--- src/http_status_line_parser_top_defines.svh ---
// Assertion macros used by the parse core of the status line parser.
// Depends on a clock named clk and an active-low reset named rst_n in the using module.
`ifndef HTTP_STATUS_LINE_PARSER_TOP_DEFINES_SVH
`define HTTP_STATUS_LINE_PARSER_TOP_DEFINES_SVH

// Same-cycle implication, checked at every rising edge outside reset.
`define HSLP_ASSERT_NOW(label, ante, cons, msg) \
  label: assert property (@(posedge clk) disable iff (!rst_n) (ante) |-> (cons)) \
    else $error(msg);

// Next-cycle implication, checked at every rising edge outside reset.
`define HSLP_ASSERT_NEXT(label, ante, cons, msg) \
  label: assert property (@(posedge clk) disable iff (!rst_n) (ante) |=> (cons)) \
    else $error(msg);

`endif

--- src/hslp_pkg.sv ---
// Shared types, codes and constants of the HTTP status line parser.
// No dependencies; the stage modules and the top module import this package.
package hslp_pkg;

  // Parsing phase within one line.
  typedef enum logic [1:0] {
    PH_VERSION = 2'd0,
    PH_CODE    = 2'd1,
    PH_REASON  = 2'd2
  } phase_t;

  // Error kinds reported on the final byte.
  localparam logic [2:0] ERR_OK      = 3'd0;
  localparam logic [2:0] ERR_CONTROL = 3'd1;
  localparam logic [2:0] ERR_NOSPACE = 3'd2;
  localparam logic [2:0] ERR_VERSION = 3'd3;
  localparam logic [2:0] ERR_CODE    = 3'd4;

  // Character constants.
  localparam logic [7:0] CH_SPACE = 8'h20;
  localparam logic [7:0] CH_DOT   = 8'h2e;
  localparam logic [7:0] CH_ZERO  = 8'h30;
  localparam logic [7:0] CH_NINE  = 8'h39;
  localparam logic [7:0] CH_NUL   = 8'h00;
  localparam logic [7:0] CH_LF    = 8'h0a;
  localparam logic [7:0] CH_CR    = 8'h0d;

  // Token lengths.
  localparam logic [3:0] VER_PREFIX_LEN = 4'd5;
  localparam logic [3:0] VER_LEN        = 4'd8;
  localparam logic [3:0] VER_POS_MAX    = 4'd15;
  localparam logic [2:0] CODE_LEN       = 3'd3;
  localparam logic [2:0] CODE_CNT_MAX   = 3'd7;

  // One input item.
  typedef struct packed {
    logic [7:0] line_byte;
    logic       line_end;
  } in_item_t;

  // One result item.
  typedef struct packed {
    logic       reason_valid;
    logic [7:0] reason_byte;
    logic       done_res;
    logic [2:0] error_kind;
    logic [9:0] status_code;
    logic [3:0] version_major;
    logic [3:0] version_minor;
  } result_t;

  // Expected byte of the "HTTP/" version prefix at a given position.
  function automatic logic [7:0] ver_prefix(input logic [2:0] pos);
    logic [7:0] ch;
    case (pos)
      3'd0:    ch = 8'h48;
      3'd1:    ch = 8'h54;
      3'd2:    ch = 8'h54;
      3'd3:    ch = 8'h50;
      default: ch = 8'h2f;
    endcase
    return ch;
  endfunction

  function automatic logic is_digit(input logic [7:0] ch);
    return (ch >= CH_ZERO) && (ch <= CH_NINE);
  endfunction

endpackage

--- src/hslp_in_if.sv ---
// Input channel of the status line parser: valid/ready plus one line byte and its end flag.
// Depends on nothing.
interface hslp_in_if;
  logic       valid;
  logic       ready;
  logic [7:0] line_byte;
  logic       line_end;

  modport source (output valid, output line_byte, output line_end, input ready);
  modport sink (input valid, input line_byte, input line_end, output ready);
endinterface

--- src/hslp_out_if.sv ---
// Result channel of the status line parser: valid/ready plus the result fields.
// Depends on nothing.
interface hslp_out_if;
  logic       valid;
  logic       ready;
  logic       reason_valid;
  logic [7:0] reason_byte;
  logic       done_res;
  logic [2:0] error_kind;
  logic [9:0] status_code;
  logic [3:0] version_major;
  logic [3:0] version_minor;

  modport source (
    output valid, output reason_valid, output reason_byte, output done_res,
    output error_kind, output status_code, output version_major,
    output version_minor, input ready
  );
  modport sink (
    input valid, input reason_valid, input reason_byte, input done_res,
    input error_kind, input status_code, input version_major,
    input version_minor, output ready
  );
endinterface

--- src/hslp_in_stage.sv ---
// Input register of the status line parser.
// Depends on hslp_pkg and hslp_in_if.
module hslp_in_stage (
  input  logic              clk,
  input  logic              rst_n,
  hslp_in_if.sink           in_ch,
  input  logic              advance,
  output logic              item_valid,
  output hslp_pkg::in_item_t item
);
  import hslp_pkg::*;

  logic     valid_r;
  in_item_t item_r;

  // The register frees up whenever its item moves on into the result register.
  assign in_ch.ready = !valid_r || advance;

  always_ff @(posedge clk) begin
    if (!rst_n) begin
      valid_r <= 1'b0;
    end else if (in_ch.ready) begin
      valid_r <= in_ch.valid;
    end
  end

  // Payload is captured on every input transfer.
  always_ff @(posedge clk) begin
    if (in_ch.valid && in_ch.ready) begin
      item_r <= '{line_byte: in_ch.line_byte, line_end: in_ch.line_end};
    end
  end

  assign item_valid = valid_r;
  assign item       = item_r;
endmodule

--- src/hslp_parse_core.sv ---
// Per-line parse state and the combinational result of one byte.
// Depends on hslp_pkg and the assertion macros header.
`include "http_status_line_parser_top_defines.svh"
module hslp_parse_core (
  input  logic                clk,
  input  logic                rst_n,
  input  logic                load,
  input  hslp_pkg::in_item_t  item,
  output hslp_pkg::result_t   res
);
  import hslp_pkg::*;

  phase_t     phase_r, phase_nxt;
  logic [3:0] version_pos_r, version_pos_nxt;
  logic       version_good_r, version_good_nxt;
  logic [3:0] major_digit_r, major_digit_nxt;
  logic [3:0] minor_digit_r, minor_digit_nxt;
  logic [2:0] code_digits_r, code_digits_nxt;
  logic [9:0] code_value_r, code_value_nxt;
  logic       code_good_r, code_good_nxt;
  logic       control_seen_r, control_seen_nxt;

  logic [7:0] ch;
  logic [3:0] digit;
  logic       vok;
  logic       cok;
  logic [2:0] err;

  assign ch    = item.line_byte;
  assign digit = 4'(ch - CH_ZERO);

  // Next state and result for the byte in the input register.
  always_comb begin
    phase_nxt        = phase_r;
    version_pos_nxt  = version_pos_r;
    version_good_nxt = version_good_r;
    major_digit_nxt  = major_digit_r;
    minor_digit_nxt  = minor_digit_r;
    code_digits_nxt  = code_digits_r;
    code_value_nxt   = code_value_r;
    code_good_nxt    = code_good_r;
    control_seen_nxt = control_seen_r;
    res              = '0;
    vok              = 1'b0;
    cok              = 1'b0;
    err              = ERR_OK;

    if (ch == CH_NUL || ch == CH_LF || ch == CH_CR) begin
      control_seen_nxt = 1'b1;
    end

    case (phase_r)
      PH_VERSION: begin
        if (ch == CH_SPACE) begin
          phase_nxt = PH_CODE;
        end else begin
          if (version_pos_r < VER_PREFIX_LEN) begin
            if (ch != ver_prefix(version_pos_r[2:0])) version_good_nxt = 1'b0;
          end else if (version_pos_r == 4'd5) begin
            if (is_digit(ch)) major_digit_nxt = digit;
            else version_good_nxt = 1'b0;
          end else if (version_pos_r == 4'd6) begin
            if (ch != CH_DOT) version_good_nxt = 1'b0;
          end else if (version_pos_r == 4'd7) begin
            if (is_digit(ch)) minor_digit_nxt = digit;
            else version_good_nxt = 1'b0;
          end else begin
            version_good_nxt = 1'b0;
          end
          if (version_pos_r != VER_POS_MAX) version_pos_nxt = version_pos_r + 4'd1;
        end
      end
      PH_CODE: begin
        if (ch == CH_SPACE) begin
          phase_nxt = PH_REASON;
        end else begin
          if (is_digit(ch)) begin
            // Times ten as two shifts; the first three digits never exceed 999.
            if (code_digits_r < CODE_LEN) begin
              code_value_nxt = (code_value_r << 3) + (code_value_r << 1) + 10'(digit);
            end
          end else begin
            code_good_nxt = 1'b0;
          end
          if (code_digits_r != CODE_CNT_MAX) code_digits_nxt = code_digits_r + 3'd1;
        end
      end
      default: begin
        res.reason_valid = 1'b1;
        res.reason_byte  = ch;
      end
    endcase

    // Final byte: report and return to the start-of-line state.
    if (item.line_end) begin
      vok = version_good_nxt && (version_pos_nxt == VER_LEN);
      cok = code_good_nxt && (code_digits_nxt == CODE_LEN);
      if (control_seen_nxt) err = ERR_CONTROL;
      else if (phase_nxt == PH_VERSION) err = ERR_NOSPACE;
      else if (!vok) err = ERR_VERSION;
      else if (!cok) err = ERR_CODE;
      else err = ERR_OK;

      res.done_res   = 1'b1;
      res.error_kind = err;
      if (err == ERR_OK) res.status_code = code_value_nxt;
      if (err == ERR_OK || err == ERR_CODE) begin
        res.version_major = major_digit_nxt;
        res.version_minor = minor_digit_nxt;
      end

      phase_nxt        = PH_VERSION;
      version_pos_nxt  = '0;
      version_good_nxt = 1'b1;
      major_digit_nxt  = '0;
      minor_digit_nxt  = '0;
      code_digits_nxt  = '0;
      code_value_nxt   = '0;
      code_good_nxt    = 1'b1;
      control_seen_nxt = 1'b0;
    end
  end

  // State advances once per byte transfer into the result register.
  always_ff @(posedge clk) begin
    if (!rst_n) begin
      phase_r        <= PH_VERSION;
      version_pos_r  <= '0;
      version_good_r <= 1'b1;
      major_digit_r  <= '0;
      minor_digit_r  <= '0;
      code_digits_r  <= '0;
      code_value_r   <= '0;
      code_good_r    <= 1'b1;
      control_seen_r <= 1'b0;
    end else if (load) begin
      phase_r        <= phase_nxt;
      version_pos_r  <= version_pos_nxt;
      version_good_r <= version_good_nxt;
      major_digit_r  <= major_digit_nxt;
      minor_digit_r  <= minor_digit_nxt;
      code_digits_r  <= code_digits_nxt;
      code_value_r   <= code_value_nxt;
      code_good_r    <= code_good_nxt;
      control_seen_r <= control_seen_nxt;
    end
  end

  `HSLP_ASSERT_NEXT(a_line_end_clears, load && item.line_end, phase_r == PH_VERSION && version_pos_r == 4'd0 && code_digits_r == 3'd0 && !control_seen_r, "state not cleared after final byte")
  `HSLP_ASSERT_NEXT(a_reason_sticks, load && !item.line_end && phase_r == PH_REASON, phase_r == PH_REASON, "left reason phase before line end")
  `HSLP_ASSERT_NOW(a_quiet_mid_line, !item.line_end, res.error_kind == ERR_OK && res.status_code == 10'd0, "report fields set before final byte")
  `HSLP_ASSERT_NOW(a_code_range, 1'b1, code_value_r <= 10'd999, "code value out of range")
endmodule

--- src/hslp_out_stage.sv ---
// Result register of the status line parser, driving the result channel.
// Depends on hslp_pkg and hslp_out_if.
module hslp_out_stage (
  input  logic               clk,
  input  logic               rst_n,
  input  logic               item_valid,
  input  hslp_pkg::result_t  res,
  output logic               advance,
  hslp_out_if.source         out_ch
);
  import hslp_pkg::*;

  logic    valid_r;
  result_t res_r;

  // A new result may enter when the register is empty or being drained.
  assign advance = !valid_r || out_ch.ready;

  always_ff @(posedge clk) begin
    if (!rst_n) begin
      valid_r <= 1'b0;
    end else if (advance) begin
      valid_r <= item_valid;
    end
  end

  always_ff @(posedge clk) begin
    if (advance && item_valid) begin
      res_r <= res;
    end
  end

  assign out_ch.valid         = valid_r;
  assign out_ch.reason_valid  = res_r.reason_valid;
  assign out_ch.reason_byte   = res_r.reason_byte;
  assign out_ch.done_res      = res_r.done_res;
  assign out_ch.error_kind    = res_r.error_kind;
  assign out_ch.status_code   = res_r.status_code;
  assign out_ch.version_major = res_r.version_major;
  assign out_ch.version_minor = res_r.version_minor;
endmodule

--- src/http_status_line_parser_top.sv ---
// HTTP status line parser: one byte per transfer in, one result per byte out.
// Bytes go from the input register through the parse stage into the result register.
// Throughput: one byte per cycle unless out_ch stalls, set by the single parse stage.
// The input register accepts when it is empty or when the result register takes its byte.
// Reset (rst_n low, synchronous) empties both registers and starts a new line.
// Depends on hslp_pkg, hslp_in_if, hslp_out_if and the three stage modules.
module http_status_line_parser_top (
  input  logic        clk,
  input  logic        rst_n,
  hslp_in_if.sink     in_ch,
  hslp_out_if.source  out_ch
);
  import hslp_pkg::*;

  logic     advance;
  logic     item_valid;
  in_item_t item;
  result_t  res;

  hslp_in_stage u_in_stage (
    .clk        (clk),
    .rst_n      (rst_n),
    .in_ch      (in_ch),
    .advance    (advance),
    .item_valid (item_valid),
    .item       (item)
  );

  // Parse state moves only when a byte transfers into the result register.
  hslp_parse_core u_parse_core (
    .clk   (clk),
    .rst_n (rst_n),
    .load  (item_valid && advance),
    .item  (item),
    .res   (res)
  );

  hslp_out_stage u_out_stage (
    .clk        (clk),
    .rst_n      (rst_n),
    .item_valid (item_valid),
    .res        (res),
    .advance    (advance),
    .out_ch     (out_ch)
  );
endmodule

--- src/flat_wrapper.sv ---
// flat-port wrapper written by rule: the top's interface ports become plain ports
module http_status_line_parser_top_flat import hslp_pkg::*;
  (clk, rst_n, in_ch_valid, in_ch_line_byte, in_ch_line_end, in_ch_ready, out_ch_valid, out_ch_reason_valid, out_ch_reason_byte, out_ch_done_res, out_ch_error_kind, out_ch_status_code, out_ch_version_major, out_ch_version_minor, out_ch_ready);
  hslp_in_if in_ch_i ();
  hslp_out_if out_ch_i ();
  input  logic clk;
  input  logic rst_n;
  input wire logic [$bits(in_ch_i.valid)-1:0] in_ch_valid;
  input wire logic [$bits(in_ch_i.line_byte)-1:0] in_ch_line_byte;
  input wire logic [$bits(in_ch_i.line_end)-1:0] in_ch_line_end;
  output wire logic [$bits(in_ch_i.ready)-1:0] in_ch_ready;
  output wire logic [$bits(out_ch_i.valid)-1:0] out_ch_valid;
  output wire logic [$bits(out_ch_i.reason_valid)-1:0] out_ch_reason_valid;
  output wire logic [$bits(out_ch_i.reason_byte)-1:0] out_ch_reason_byte;
  output wire logic [$bits(out_ch_i.done_res)-1:0] out_ch_done_res;
  output wire logic [$bits(out_ch_i.error_kind)-1:0] out_ch_error_kind;
  output wire logic [$bits(out_ch_i.status_code)-1:0] out_ch_status_code;
  output wire logic [$bits(out_ch_i.version_major)-1:0] out_ch_version_major;
  output wire logic [$bits(out_ch_i.version_minor)-1:0] out_ch_version_minor;
  input wire logic [$bits(out_ch_i.ready)-1:0] out_ch_ready;
  assign in_ch_i.valid = in_ch_valid;
  assign in_ch_i.line_byte = in_ch_line_byte;
  assign in_ch_i.line_end = in_ch_line_end;
  assign in_ch_ready = in_ch_i.ready;
  assign out_ch_valid = out_ch_i.valid;
  assign out_ch_reason_valid = out_ch_i.reason_valid;
  assign out_ch_reason_byte = out_ch_i.reason_byte;
  assign out_ch_done_res = out_ch_i.done_res;
  assign out_ch_error_kind = out_ch_i.error_kind;
  assign out_ch_status_code = out_ch_i.status_code;
  assign out_ch_version_major = out_ch_i.version_major;
  assign out_ch_version_minor = out_ch_i.version_minor;
  assign out_ch_i.ready = out_ch_ready;
  http_status_line_parser_top u_core (.clk(clk), .rst_n(rst_n), .in_ch(in_ch_i), .out_ch(out_ch_i));
endmodule
--- config.mk ---
export PLATFORM = sky130hd
export DESIGN_NAME = http_status_line_parser_top_flat
export DESIGN_NICKNAME = d
export VERILOG_FILES = /design/src/hslp_pkg.sv /design/src/hslp_in_if.sv /design/src/hslp_out_if.sv /design/src/hslp_in_stage.sv /design/src/hslp_parse_core.sv /design/src/hslp_out_stage.sv /design/src/http_status_line_parser_top.sv /design/src/flat_wrapper.sv
export VERILOG_INCLUDE_DIRS = /design/src /design/src/src
export SDC_FILE = /design/constraint.sdc
export NUM_CORES = 1
export LEC_CHECK = 0
export BUFFER_PORTS_ARGS = -buffer_cell sky130_fd_sc_hd__buf_2
export CAP_MARGIN = 20
export CORE_MARGIN = 2
export CORE_UTILIZATION = 35
export DETAILED_ROUTE_END_ITERATION = 12
export PLACE_DENSITY = 0.63
export SLEW_MARGIN = 20
export SYNTH_ARGS = -nofsm -noshare
export SYNTH_HDL_FRONTEND = slang
export SYNTH_SLANG_ARGS = --single-unit
--- constraint.sdc ---
create_clock -name clk -period 3.6 [get_ports clk]
set_input_delay 0.54 -clock clk [delete_from_list [all_inputs] [get_ports clk]]
set_output_delay 0.54 -clock clk [all_outputs]
set_load 0.1 [all_outputs]
# After elaboration in Yosys (flattened, before gate mapping)
# Index checks and enable logic that the tools add are counted.
[op_classes] add_sub_neg=5 n_reduce_logical=21 magnitude_cmp=4 muxes=60 n_eq_ne=17
[ops] op="$mux 4" count=18
[ops] op="$mux 10" count=6
[ops] op="$mux 8" count=4
[ops] op="$mux 3" count=9
[ops] op="$mux 22" count=1
[ops] op="$pmux 7 s3" count=1
[ops] op="$eq 8x4->1 const B" count=2
[ops] op="$mux 1" count=16
[ops] op="$eq 4x3->1 const B" count=3
[ops] op="$add 10x10->10" count=1
[ops] op="$add 10x4->10" count=1
[ops] op="$eq 3x2->1 const B" count=3
[ops] op="$mux 9" count=1
[ops] op="$eq 8x6->1 const B" count=1
[ops] op="$ge 8x6->1 const B" count=1
[ops] op="$le 8x6->1 const B" count=1
[ops] op="$logic_not 8->1" count=1
[ops] op="$ne 8x6->1 const B" count=1
[ops] op="$ne 8x8->1" count=1
[ops] op="$logic_not 3->1" count=2
[ops] op="$mux 2" count=3
[ops] op="$logic_and 1x1->1" count=5
[ops] op="$logic_or 1x1->1" count=5
[ops] op="$add 4x1->4 const B" count=1
[ops] op="15 further kinds" count=19
[totals] ff_bits=72 output_inout_bits=33 input_bits=13

# Longest topological paths before layout
# Gate-level depths: netlist of run 1.
[logic_depth] word_depth=20 mapped_depth=9 depth_no_buf=9

# Hierarchy
# A second synthesis of run 1 with hierarchy kept.
[hier_totals] hier_cells=375 area_unflattened_um2=3870.0
[by_module_without_submodules] module="hslp_parse_core" instances=1 area_each_um2=2547.4 cells_per_inst=324
[by_module_without_submodules] module="hslp_out_stage" instances=1 area_each_um2=988.4 cells_per_inst=36
[by_module_without_submodules] module="hslp_in_stage" instances=1 area_each_um2=327.8 cells_per_inst=14
[by_module_without_submodules] module="http_status_line_parser_top" instances=1 area_each_um2=6.3 cells_per_inst=1

# Worst setup path after synthesis of run 1
# No wires, ideal clock.
[synth_path] kind="register to register" startpoint="register u_core.u_out_stage.valid_r (netlist: u_core.u_out_stage.out_ch.valid)" endpoint="register u_core.u_parse_core.code_value_r[3]" t_arrival_ps=2923 required_time_ps=3485 path_stages_with_launch=8 setup_slack_ps=562 n_path_buf=2 cell_sequence="dfxtp_1 nor2b_1 nand2b_1 inv_1 clkbuf_1 clkbuf_1 a21boi_0 o21a_1"
[synth_via] elab_chain_len=3
[synth_lines] element="start, declared" line_no="hslp_out_stage.sv:13" source="logic valid_r;"
[synth_lines] element="start signal, assigned" line_no="hslp_out_stage.sv:23" source="valid_r <= item_valid;"
[synth_lines] element="$logic_not 1->1" line_no="hslp_out_stage.sv:17" source="assign advance = !valid_r || out_ch.ready;"
[synth_lines] element="$logic_or 1x1->1" line_no="hslp_out_stage.sv:17"
[synth_lines] element="$logic_and 1x1->1" line_no="http_status_line_parser_top.sv:33" source=".load (item_valid && advance),"
[synth_lines] element="net u_core.u_parse_core.load" line_no="hslp_parse_core.sv:7" source="input logic load,"
[synth_lines] element="end signal, assigned" line_no="hslp_parse_core.sv:143" source="code_value_r <= code_value_nxt;"
[synth_lines] element="end, declared" line_no="hslp_parse_core.sv:19" source="logic [9:0] code_value_r, code_value_nxt;"
# The timed path passes the listed nets, and every way through them passes these cells.
# A chain may end at the register's enable or synchronous reset.

# Final worst setup path of run 1
[layout_path] startpoint="register u_core.u_in_stage.item_r (netlist bit u_core.u_in_stage.item[4])" endpoint="register u_core.u_out_stage.res_r (netlist bit u_core.u_out_stage.out_ch.status_code[9]) (data pin)"
[layout_via] elab_chain_len=16
[layout_lines] element="start, declared" line_no="hslp_in_stage.sv:14" source="in_item_t item_r;"
[layout_lines] element="start signal, assigned" line_no="hslp_in_stage.sv:30" source="item_r <= '{line_byte: in_ch.line_byte, line_end: in_ch.line_end};"
[layout_lines] element="$ge 8x6->1 or $le 8x6->1 (tied branches)" line_no="hslp_pkg.sv:66" source="return (ch >= CH_ZERO) && (ch <= CH_NINE);"
[layout_lines] element="$logic_and 1x1->1" line_no="hslp_pkg.sv:66"
[layout_lines] element="$mux 1" line_no="hslp_parse_core.sv:60, hslp_parse_core.sv:65"
[layout_lines] element="$mux 1" line_no="hslp_parse_core.sv:64" source="end else if (version_pos_r == 4'd7) begin"
[layout_lines] element="$mux 1" line_no="hslp_parse_core.sv:62" source="end else if (version_pos_r == 4'd6) begin"
[layout_lines] element="$mux 1" line_no="hslp_parse_core.sv:59" source="end else if (version_pos_r == 4'd5) begin"
[layout_lines] element="$mux 1" line_no="hslp_parse_core.sv:57" source="if (version_pos_r < VER_PREFIX_LEN) begin"
[layout_lines] element="$mux 1" line_no="hslp_parse_core.sv:54" source="if (ch == CH_SPACE) begin"
[layout_lines] element="$mux 1" line_no="hslp_parse_core.sv:52" source="case (phase_r)"
[layout_lines] element="$logic_and 1x1->1" line_no="hslp_parse_core.sv:96" source="vok = version_good_nxt && (version_pos_nxt == VER_LEN);"
[layout_lines] element="$mux 3" line_no="hslp_parse_core.sv:100" source="else if (!vok) err = ERR_VERSION;"
[layout_lines] element="$mux 3" line_no="hslp_parse_core.sv:99" source="else if (phase_nxt == PH_VERSION) err = ERR_NOSPACE;"
[layout_lines] element="$mux 3" line_no="hslp_parse_core.sv:98" source="if (control_seen_nxt) err = ERR_CONTROL;"
[layout_lines] element="$mux 3" line_no="hslp_parse_core.sv:95" source="if (item.line_end) begin"
[layout_lines] element="$logic_not 3->1" line_no="hslp_parse_core.sv:106" source="if (err == ERR_OK) res.status_code = code_value_nxt;"
[layout_lines] element="$reduce_and 2->1 (no source line)"
[layout_lines] element="end signal, assigned" line_no="hslp_out_stage.sv:29" source="res_r <= res;"
[layout_lines] element="end, declared" line_no="hslp_out_stage.sv:14" source="result_t res_r;"
# Parallel ways exist; a longest one is shown, timed or not. The select of a mux whose other input is x is not followed.

==> results.py, run 1 <==
metrics = {
    "floorplan": {
        "start_util_pct": 36.3,
        "io_pins": 46,
        "dieHeight_um": 111,
        "fp.dieW_um": 111,
        "row_count": 38,
        "die_area_um2": 12200,
        "coreArea_um2": 11000,
    },
    "global_route": {
        "grt_pass1_vias": 2906,
        "grt_max_degree": 37,
        "grt_pass1_wl_um": 14400,
        "antenna_found_initial": 0,
        "overflow": 0,
        "track_usage_pct": 14.5,
    },
    "clocking": {
        "clk_path_buf_depth": 2,
        "clock_sink_count": 72,
        "hold_buffers": 0,
        "clkLatencyLatePin_ns": 0.33,
        "h-tree-depth": 3,
        "clk_pin_slew_ns": 0.06,
        "cts_repair_resize_count": 0,
        "cts_tree": "built",
        "post_cts_buffers": 0,
        "root_buffer": "clkbuf_16",
        "cts_made_buffers": 9,
    },
    "yosys": {
        "synth_cell_types": 63,
        "syn_area_um2": 3980,
        "ys.flop_type": "edfxtp_1",
        "synth.yosys.seq_area_share_pct": 46.2,
        "synth-edff-count": 40,
        "synth_nets": 409,
        "synth_warnings": 0,
        "synth_top_area_share_pct": 30.2,
        "ys_top_cells_by_area": "edfxtp_1, dfxtp_1, ha_1",
        "synth_top_cell_by_area": "edfxtp_1",
        "synth-seq-cells": 72,
        "synth_area_per_cell_um2": 10.7,
        "synth-async-reset-ratio_pct": 0,
        "synthesis.instances": 373,
    },
    "sta": {
        "hold_violations": 0,
        "min_period_ns": 2.98,
        "tns_ns": 0,
        "tightest_slew_ns": 0.998,
        "fin_worst_skew_ns": 0.00730,
        "whs_ns": 0.383,
        "setup_viol": 0,
        "rsz0062_at_grt": "false",
        "maxSlewHeadroom_pct": 32.7,
        "period_share_pct": 82.9,
        "finalMaxSlewViolations": 0,
        "fmaxAchievable_ghz": 0.335,
    },
    "finish": {
        "final_nets": 450,
        "layout-drive-gt1-share_pct": 19.6,
        "fill_cells": 1030,
        "antenna_cells": 0,
        "multi_input_area_um2": 1990,
        "regArea_um2": 1840,
        "areaGrowthSynthToFinish_pct": 16.5,
        "fin_area_um2": 4640,
        "fin_cells": 559,
    },
    "hold_path": {
        "hp-class": "primary input to flop",
        "hold_end": "u_core.u_in_stage.item[1]",
        "whs_path_depth": 1,
        "min_from": "in_ch_line_byte[0]",
    },
    "worst_setup_path": {
        "worstPathCellList": "fa_1, ha_1, a21oi_1, o22ai_1, o41a_1, or3_1, a311oi_2",
        "worst_r2r_endpoint": "u_core.u_out_stage.out_ch.status_code[9]",
        "endpoint_kind": "flop",
        "worstPathArrival_ns": 3.14,
        "cp.required_ns": 3.75,
        "r2r_start": "u_core.u_in_stage.item[4]",
        "crit_path_start_kind": "flop",
        "critPathSlowestCell": "edfxtp_1",
        "crit_type": "flop to flop",
        "critPathBufInv": 0,
        "r2r_cells": 7,
        "r2r_slack_ns": 0.62,
        "cp_max_fo": 12,
        "max_stage_delay_ns": 0.63,
        "critical_path.top_delay_family": "compound AO/OA/AOI/OAI gates",
    },
    "detailed_routing": {
        "wl_um": 8700,
        "top_layer_used": "met4",
        "drc_errors": 0,
        "drt-pass1-iter-count": 4,
        "dr_wl_met3_um": 359,
        "dr_wl_met2_um": 4060,
        "vias_per_cell": 5.32,
        "wl_met1_um": 4080,
        "wl_per_cell_um": 15.6,
        "ant_nets": 0,
        "first_iter_violations": 174,
        "via_count": 2973,
    },
    "power": {
        "ir_worst_vdd_mv": 0.216,
        "p_per_area_nw_per_um2": 450,
        "p_leak_uw": 0.00178,
    },
    "placement": {
        "dp_hpwl_um": 6160,
        "post_dp_cell_area_um2": 4320,
        "dp_cells": 543,
        "gp_congestion": 0.835,
        "port_buffers": 45,
    },
    "outcome": {
        "status": "finished, final reports clean",
    },
    "run": {
        "cap_violations": 0,
    },
}
## Yosys cell counts (3+ instances only)
master	instances
buf_6	3
nor2_1	31
and2_1	15
o21a_1	12
mux2i_1	17
o2bb2ai_1	6
buf_2	5
ha_1	21
a21oi_1	17
o21ai_0	8
o21bai_1	3
nand2_1	24
inv_1	13
nor3_1	10
a22oi_1	3
a21boi_0	9
o22ai_1	4
nand4_1	3
and3_1	3
o31ai_1	3
clkbuf_1	12
xor2_1	4
dfxtp_1	32
nand3_1	13
xnor2_1	4
nand2b_1	4
nor2b_1	11
edfxtp_1	40
## flip-flops by register name, indices dropped and copies added (netlist names), 4 cells and up
name	cells
u_core.u_parse_core.version_pos_r	4
u_core.u_out_stage.out_ch.version_minor	4
u_core.u_parse_core.minor_digit_r	4
u_core.u_parse_core.major_digit_r	4
u_core.u_out_stage.out_ch.reason_byte	8
u_core.u_out_stage.out_ch.status_code	10
u_core.u_in_stage.item	9
u_core.u_parse_core.code_value_r	10
u_core.u_out_stage.out_ch.version_major	4
## worst max-delay path by stage
stage,start,to,cells after the start
floorplan,u_core.u_out_stage.out_ch.valid,u_core.u_parse_core.code_value_r[3],7
global placement,u_core.u_in_stage.item[4],u_core.u_out_stage.out_ch.status_code[9],7
detailed placement,u_core.u_in_stage.item[4],u_core.u_out_stage.out_ch.status_code[9],7
CTS,u_core.u_in_stage.item[4],u_core.u_out_stage.out_ch.status_code[9],7
global route,u_core.u_in_stage.item[4],u_core.u_out_stage.out_ch.status_code[9],7
finish,u_core.u_in_stage.item[4],u_core.u_out_stage.out_ch.status_code[9],7
## cells in the final DEF (no fill, tap or decap), types with 3 or more instances in the layout
cell	n
dfxtp_1	32
edfxtp_1	40
buf_4	5
nor2b_1	11
o21bai_1	3
and2_1	15
clkinv_4	3
nand2b_1	4
o22ai_1	4
clkbuf_16	9
buf_2	45
nand3_1	13
xor2_1	4
o21a_1	12
ha_1	21
a21boi_0	9
and3_1	3
nor3_1	10
a22oi_1	3
o21ai_0	8
inv_1	13
a21oi_1	17
o2bb2ai_1	6
nand2_1	24
xnor2_1	4
nor2_1	31
o31ai_1	3
mux2i_1	17
nand4_1	3
## layout make-up
cell class	count	area share, %
repair buffers	50	5.66
inverters	13	1.05
clock buffers	10	4.94
clock inverters	6	2.02
multi-input cells	268	42.9
well taps	140	3.78
flip-flops and latches	72	39.7
## metrics by stage
| step | utilization [%] | power (uW) | worst slack (ns) |
|---|---|---|---|
| 6_report | 42.2 | 2090 | 0.615 |
| 5_1_grt | 42.2 | 2150 | 0.450 |
| 4_1_cts | 42.2 | 2100 | 0.608 |
| 3_5_place_dp | 39.3 | 1150 | 0.633 |
| 3_3_place_gp | 39.3 | 1140 | 0.720 |
| 2_1_floorplan | - | 1100 | 0.562 |
## per-layer routing
| layer | vias up | global-route usage [%] |
|---|---|---|
| met5 | - | 0 |
| met4 | 0 | 7.50 |
| met3 | 19 | 2.62 |
| met2 | 79 | 22.3 |
| met1 | 1413 | 19.4 |
| li1 | 1462 | - |
## cell families after synthesis
group | share of synthesized area (%)
and+or+nand+nor | 18.9
AOI/OAI and AO/OA | 17.3
DFF | 46.2
buffers and inverters | 3.83
adders and majority gates | 7.60
muxes | 4.27
xor gates and xnor gates | 1.76
## power breakdown
| group | total, uW | leakage (uW) | internal (uW) | switching (uW) |
|---|---|---|---|---|
| Clock | 958 | 0.000153 | 610 | 348 |
| Sequential | 917 | 0.000633 | 892 | 25.0 |
| Combinational | 213 | 0.000990 | 39.7 | 173 |
Note: power is estimated with default switching activity, not from simulation.
==> run 2: changes to the inputs <==
--- a/config.mk
+++ b/config.mk
@@ -11,7 +11,7 @@
 export CORE_MARGIN = 2
 export CORE_UTILIZATION = 35
 export DETAILED_ROUTE_END_ITERATION = 12
-export PLACE_DENSITY = 0.63
+export PLACE_DENSITY = 0.65
 export SLEW_MARGIN = 20
 export SYNTH_ARGS = -nofsm -noshare
 export SYNTH_HDL_FRONTEND = slang
==> constraint.sdc (replaced) <==
create_clock -name clk -period 2.7 [get_ports clk]
set_input_delay 0.405 -clock clk [delete_from_list [all_inputs] [get_ports clk]]
set_output_delay 0.405 -clock clk [all_outputs]
set_load 0.1 [all_outputs]
==> run 2 against run 1 <==
Critical path depth stayed put. Largest cell class unchanged. Fmax is 11% higher. Non-clock buffer count is 22 higher. Clock power is 32% higher. Sequential power is 32% higher. Die area stayed put. Sequential share of layout area is 1.6 points lower. Power is 34% higher. Register-to-register slack worse by 0.60 ns. Critical endpoint unchanged. Combinational power is 51% higher.
==> results.py, run 2 (same netlist as run 1, synthesis figures left out) <==
metrics = {
    "clocking": {
        "h-tree-depth": 3,
        "clkLatencyLatePin_ns": 0.34,
        "clk_pin_slew_ns": 0.06,
        "clock_sink_count": 72,
        "cts_made_buffers": 9,
        "root_buffer": "clkbuf_16",
        "clk_path_buf_depth": 2,
        "cts_tree": "built",
    },
    "power": {
        "p_per_area_nw_per_um2": 577,
        "switching_share_pct": 26.0,
        "switchingPower_uw": 725,
        "seq_power_share_pct": 43.3,
        "power.share.clock_pct": 45.2,
        "p_comb_share_pct": 11.5,
        "internal_power_uw": 2060,
        "ir_worst_vdd_mv": 0.291,
        "p_leak_uw": 0.00188,
    },
    "finish": {
        "layout-drive-gt1-share_pct": 24.9,
        "mostFrequentLayoutCells": "buf_2, edfxtp_1, dfxtp_1",
        "fill_cells": 1013,
        "layout_commonest_cell": "buf_2",
        "final_nets": 472,
        "fin_cells": 581,
        "antenna_cells": 0,
        "areaGrowthSynthToFinish_pct": 21.3,
        "fin_area_um2": 4830,
    },
    "floorplan": {
        "dieHeight_um": 111,
        "row_count": 38,
        "fp.dieW_um": 111,
        "coreArea_um2": 11000,
        "io_pins": 46,
        "start_util_pct": 36.3,
        "die_area_um2": 12200,
    },
    "placement": {
        "dp_cells": 561,
        "gp_congestion": 0.868,
        "dp_hpwl_um": 6260,
        "place_ws_ns": 0.0473,
        "post_dp_cell_area_um2": 4460,
        "port_buffers": 45,
    },
    "sta": {
        "setup_viol": 0,
        "period_share_pct": 99.3,
        "maxSlewHeadroom_pct": 51.4,
        "hold_violations": 0,
        "fmaxAchievable_ghz": 0.373,
        "layout_setup_ws_ns": 0.0184,
        "tns_ns": 0,
        "fin_worst_skew_ns": 0.00931,
        "tightest_slew_ns": 0.729,
        "whs_ns": 0.237,
        "finalMaxSlewViolations": 0,
        "min_period_ns": 2.68,
        "rsz0062_at_grt": "true",
    },
    "detailed_routing": {
        "ant_nets": 0,
        "via_count": 3025,
        "drc_errors": 0,
        "first_iter_violations": 235,
        "vias_per_cell": 5.21,
        "wl_per_cell_um": 15.4,
        "drt-pass1-iter-count": 4,
        "wl_um": 8970,
    },
    "global_route": {
        "grt_max_degree": 42,
        "track_usage_pct": 14.8,
        "grt_pass1_vias": 2981,
        "overflow": 0,
        "antenna_found_initial": 0,
        "grt_pass1_wl_um": 14500,
    },
    "worst_setup_path": {
        "crit_path_start_kind": "flop",
        "endpoint_kind": "flop",
        "cp.required_ns": 2.87,
        "cp_max_fo": 3,
        "worstPathArrival_ns": 2.85,
        "crit_type": "flop to flop",
    },
    "hold_path": {
        "hp-class": "primary input to flop",
    },
    "run": {
        "cap_violations": 0,
    },
    "outcome": {
        "status": "finished, final reports clean",
    },
}
## run 2: final timing paths
path                                              from                                       end  slack [ns]  cells after the start
setup reg to reg             u_core.u_in_stage.item[4]  u_core.u_out_stage.out_ch.status_code[9]        0.02                      7
setup / recovery             u_core.u_in_stage.item[4]  u_core.u_out_stage.out_ch.status_code[9]        0.02                      7
hold / removal                      in_ch_line_byte[0]                 u_core.u_in_stage.item[1]        0.24                      1
hold reg to reg   u_core.u_parse_core.major_digit_r[2]      u_core.u_parse_core.major_digit_r[2]        0.46                      2
## run 2: final cells by class
| class | count | area [um2] | share of cell area, % |
|---|---|---|---|
| clock inverters | 6 | 83.8 | 1.73 |
| well taps | 140 | 175 | 3.63 |
| inverters | 13 | 48.8 | 1.01 |
| clock buffers | 10 | 229 | 4.74 |
| flip-flops and latches | 72 | 1840 | 38.1 |
| repair buffers | 72 | 440 | 9.11 |
| multi-input cells | 268 | 2010 | 41.7 |
## run 2: repair_timing
| item | in CTS | in global routing |
|---|---|---|
| hold buffers | 0 | 0 |
| buffers inserted | 0 | 4 |
| resized for setup | 0 | 7 |
| setup endpoints to repair | 0 | 2 |
## run 2: routing by layer
metal	wire, um	up-vias	GRT usage, %
met1	4270	1425	19.8
met5	0	-	0
li1	-	1504	-
met4	185	0	7.92
met2	4050	83	22.3
met3	460	13	3.28
## run 2: critical path: stages (launching register included)
cell	delay (ns)
edfxtp_1	0.42
fa_1	0.51
ha_1	0.31
a21oi_2	0.19
o22ai_2	0.10
o41a_1	0.42
or3_4	0.38
a311oi_2	0.18
## run 2: power groups by stage
stage	clock network, uW	registers, uW	logic (uW)
after detailed placement	0	1230	317
after global routing	1330	1210	335
after CTS	1280	1210	318
final	1260	1210	321
after global placement	0	1230	315
after floorplan	0	1380	91.2
## run 2: metrics by stage
stage | utilization, % | total power [uW]
final | 44.0 | 2790
after global routing | 44.0 | 2880
after CTS | 43.5 | 2800
after detailed placement | 40.6 | 1550
after global placement | 40.6 | 1540
after floorplan | - | 1470
==> run 3: changes to the inputs <==
--- a/config.mk
+++ b/config.mk
@@ -6,12 +6,12 @@
 export SDC_FILE = /design/constraint.sdc
 export NUM_CORES = 1
 export LEC_CHECK = 0
-export BUFFER_PORTS_ARGS = -buffer_cell sky130_fd_sc_hd__buf_2
 export CAP_MARGIN = 20
 export CORE_MARGIN = 2
 export CORE_UTILIZATION = 35
 export DETAILED_ROUTE_END_ITERATION = 12
-export PLACE_DENSITY = 0.65
+export DONT_BUFFER_PORTS = 1
+export PLACE_DENSITY = 0.62
 export SLEW_MARGIN = 20
 export SYNTH_ARGS = -nofsm -noshare
 export SYNTH_HDL_FRONTEND = slang
==> run 3 against run 2 <==
Critical endpoint is now u_core.u_out_stage.out_ch.status_code[8]. Critical path type unchanged. Highest routed layer unchanged. Clock-buffer cell count rose by 1. Cell area decreased by 4.0%. Final cell count down 7.7%.
==> results.py, run 3 (same netlist as run 1, synthesis figures left out) <==
metrics = {
    "outcome": {
        "status": "finished, final reports clean",
    },
    "placement": {
        "gp_congestion": 0.870,
        "post_dp_cell_area_um2": 4240,
        "port_buffers": 0,
        "dp_hpwl_um": 6000,
    },
    "floorplan": {
        "fp.dieW_um": 111,
        "coreArea_um2": 11000,
        "start_util_pct": 36.3,
        "io_pins": 46,
        "dieHeight_um": 111,
        "row_count": 38,
        "die_area_um2": 12200,
    },
    "sta": {
        "tightest_slew_ns": 0.972,
        "fmaxAchievable_ghz": 0.378,
        "hold_violations": 0,
        "fin_worst_skew_ns": 0.00877,
        "whs_ns": 0.141,
        "setup_viol": 0,
        "maxSlewHeadroom_pct": 35.3,
        "period_share_pct": 98.0,
        "min_period_ns": 2.65,
        "finalMaxSlewViolations": 0,
        "rsz0062_at_grt": "true",
    },
    "detailed_routing": {
        "drt-pass1-iter-count": 4,
        "first_iter_violations": 199,
        "wl_um": 8910,
        "drc_errors": 0,
        "via_count": 2909,
        "vias_per_cell": 5.43,
        "wl_per_cell_um": 16.6,
        "ant_nets": 0,
    },
    "finish": {
        "final_nets": 427,
        "areaGrowthSynthToFinish_pct": 16.5,
        "fill_cells": 1031,
        "layout_commonest_cell": "edfxtp_1",
        "layout-drive-gt1-share_pct": 17.9,
        "mostFrequentLayoutCells": "edfxtp_1, nor2_1, dfxtp_1",
        "fin_area_um2": 4640,
        "antenna_cells": 0,
    },
    "global_route": {
        "grt_pass1_vias": 2859,
        "antenna_found_initial": 0,
        "overflow": 0,
        "track_usage_pct": 14.8,
        "grt_pass1_wl_um": 14400,
        "grt_max_degree": 54,
    },
    "clocking": {
        "hold_buffers": 0,
        "clkLatencyLatePin_ns": 0.35,
        "clk_pin_slew_ns": 0.06,
        "h-tree-depth": 3,
        "clk_path_buf_depth": 2,
        "root_buffer": "clkbuf_16",
        "cts_made_buffers": 9,
        "clock_sink_count": 72,
        "cts_tree": "built",
    },
    "run": {
        "cap_violations": 0,
    },
    "worst_setup_path": {
        "cp_max_fo": 4,
        "crit_type": "flop to flop",
        "endpoint_kind": "flop",
        "crit_path_start_kind": "flop",
        "worstPathArrival_ns": 2.82,
        "cp.required_ns": 2.87,
        "r2r_start": "u_core.u_in_stage.item[3]",
        "crit_start": "u_core.u_in_stage.item[3]",
    },
    "hold_path": {
        "hp-class": "primary input to flop",
        "min_from": "rst_n",
    },
    "power": {
        "p_per_area_nw_per_um2": 598,
        "p_leak_uw": 0.00171,
        "ir_worst_vdd_mv": 0.292,
    },
}
==> run 3: cell types whose count changed in the layout (fill, tap and decap cells not counted), moves of 2 or more <==
cell	previous run	this run
buf_2	45	0
dfxtp_1	32	30
dfxtp_2	0	2
ha_1	20	18
ha_4	0	3
inv_1	12	10
==> run 3: what timing repair did <==
action / 4_1_cts / 5_1_grt
setup buffers: 0 / 4
setup endpoints to repair: 0 / 2
gates resized for setup: 0 / 13
==> run 3: metrics by stage <==
stage	utilization [%]	setup slack, ns	TNS, ns	power, uW	cells
floorplan	-	0.0877	0	1470	373
global placement	38.6	0.0840	0	1510	516
detailed placement	38.6	0.0691	0	1510	516
CTS	41.4	0.0315	0	2790	532
global route	42.2	-0.0255	-0.0255	2850	536
finish	42.2	0.0533	0	2770	536
==> run 3: worst max-delay path: stages, from the launching register on <==
cell and delay (ns):
edfxtp_1 0.44, ha_4 0.27, ha_4 0.16, inv_2 0.06, fa_2 0.21, nor2b_2 0.05
o31a_1 0.29, o21a_1 0.23, or4_4 0.49, a311oi_2 0.27
==> run 3: layer usage <==
metal / track usage, % / routed length (um) / up-vias
met1: 19.1 / 4160 / 1389
met3: 3.34 / 418 / 23
met5: 0 / 0 / -
met2: 22.9 / 4080 / 86
li1: - / - / 1411
met4: 8.25 / 257 / 0
==> run 3: worst paths after layout <==
kind | to | slack, ns | cells after the start
worst max-delay path | u_core.u_out_stage.out_ch.status_code[8] | 0.05 | 9
worst min-delay path | u_core.u_parse_core.code_good_r | 0.14 | 1
worst max register to register | u_core.u_out_stage.out_ch.status_code[8] | 0.05 | 9
worst min register to register | u_core.u_parse_core.version_good_r | 0.46 | 1
==> run 3: final cells by class <==
class / count / area, um2 / area share [%]
flip-flops and latches: 72 / 1840 / 39.8
well taps: 140 / 175 / 3.78
multi-input cells: 268 / 2040 / 44.0
clock buffers: 11 / 233 / 5.02
clock inverters: 5 / 80.1 / 1.73
repair buffers: 27 / 215 / 4.64
inverters: 13 / 48.8 / 1.05
==> run 3: report_power, final <==
part	internal [uW]	leakage, uW	total, uW	switching (uW)
logic	50.0	0.000917	139	89.1
clock network	810	0.000154	1280	468
registers	1190	0.000634	1360	165
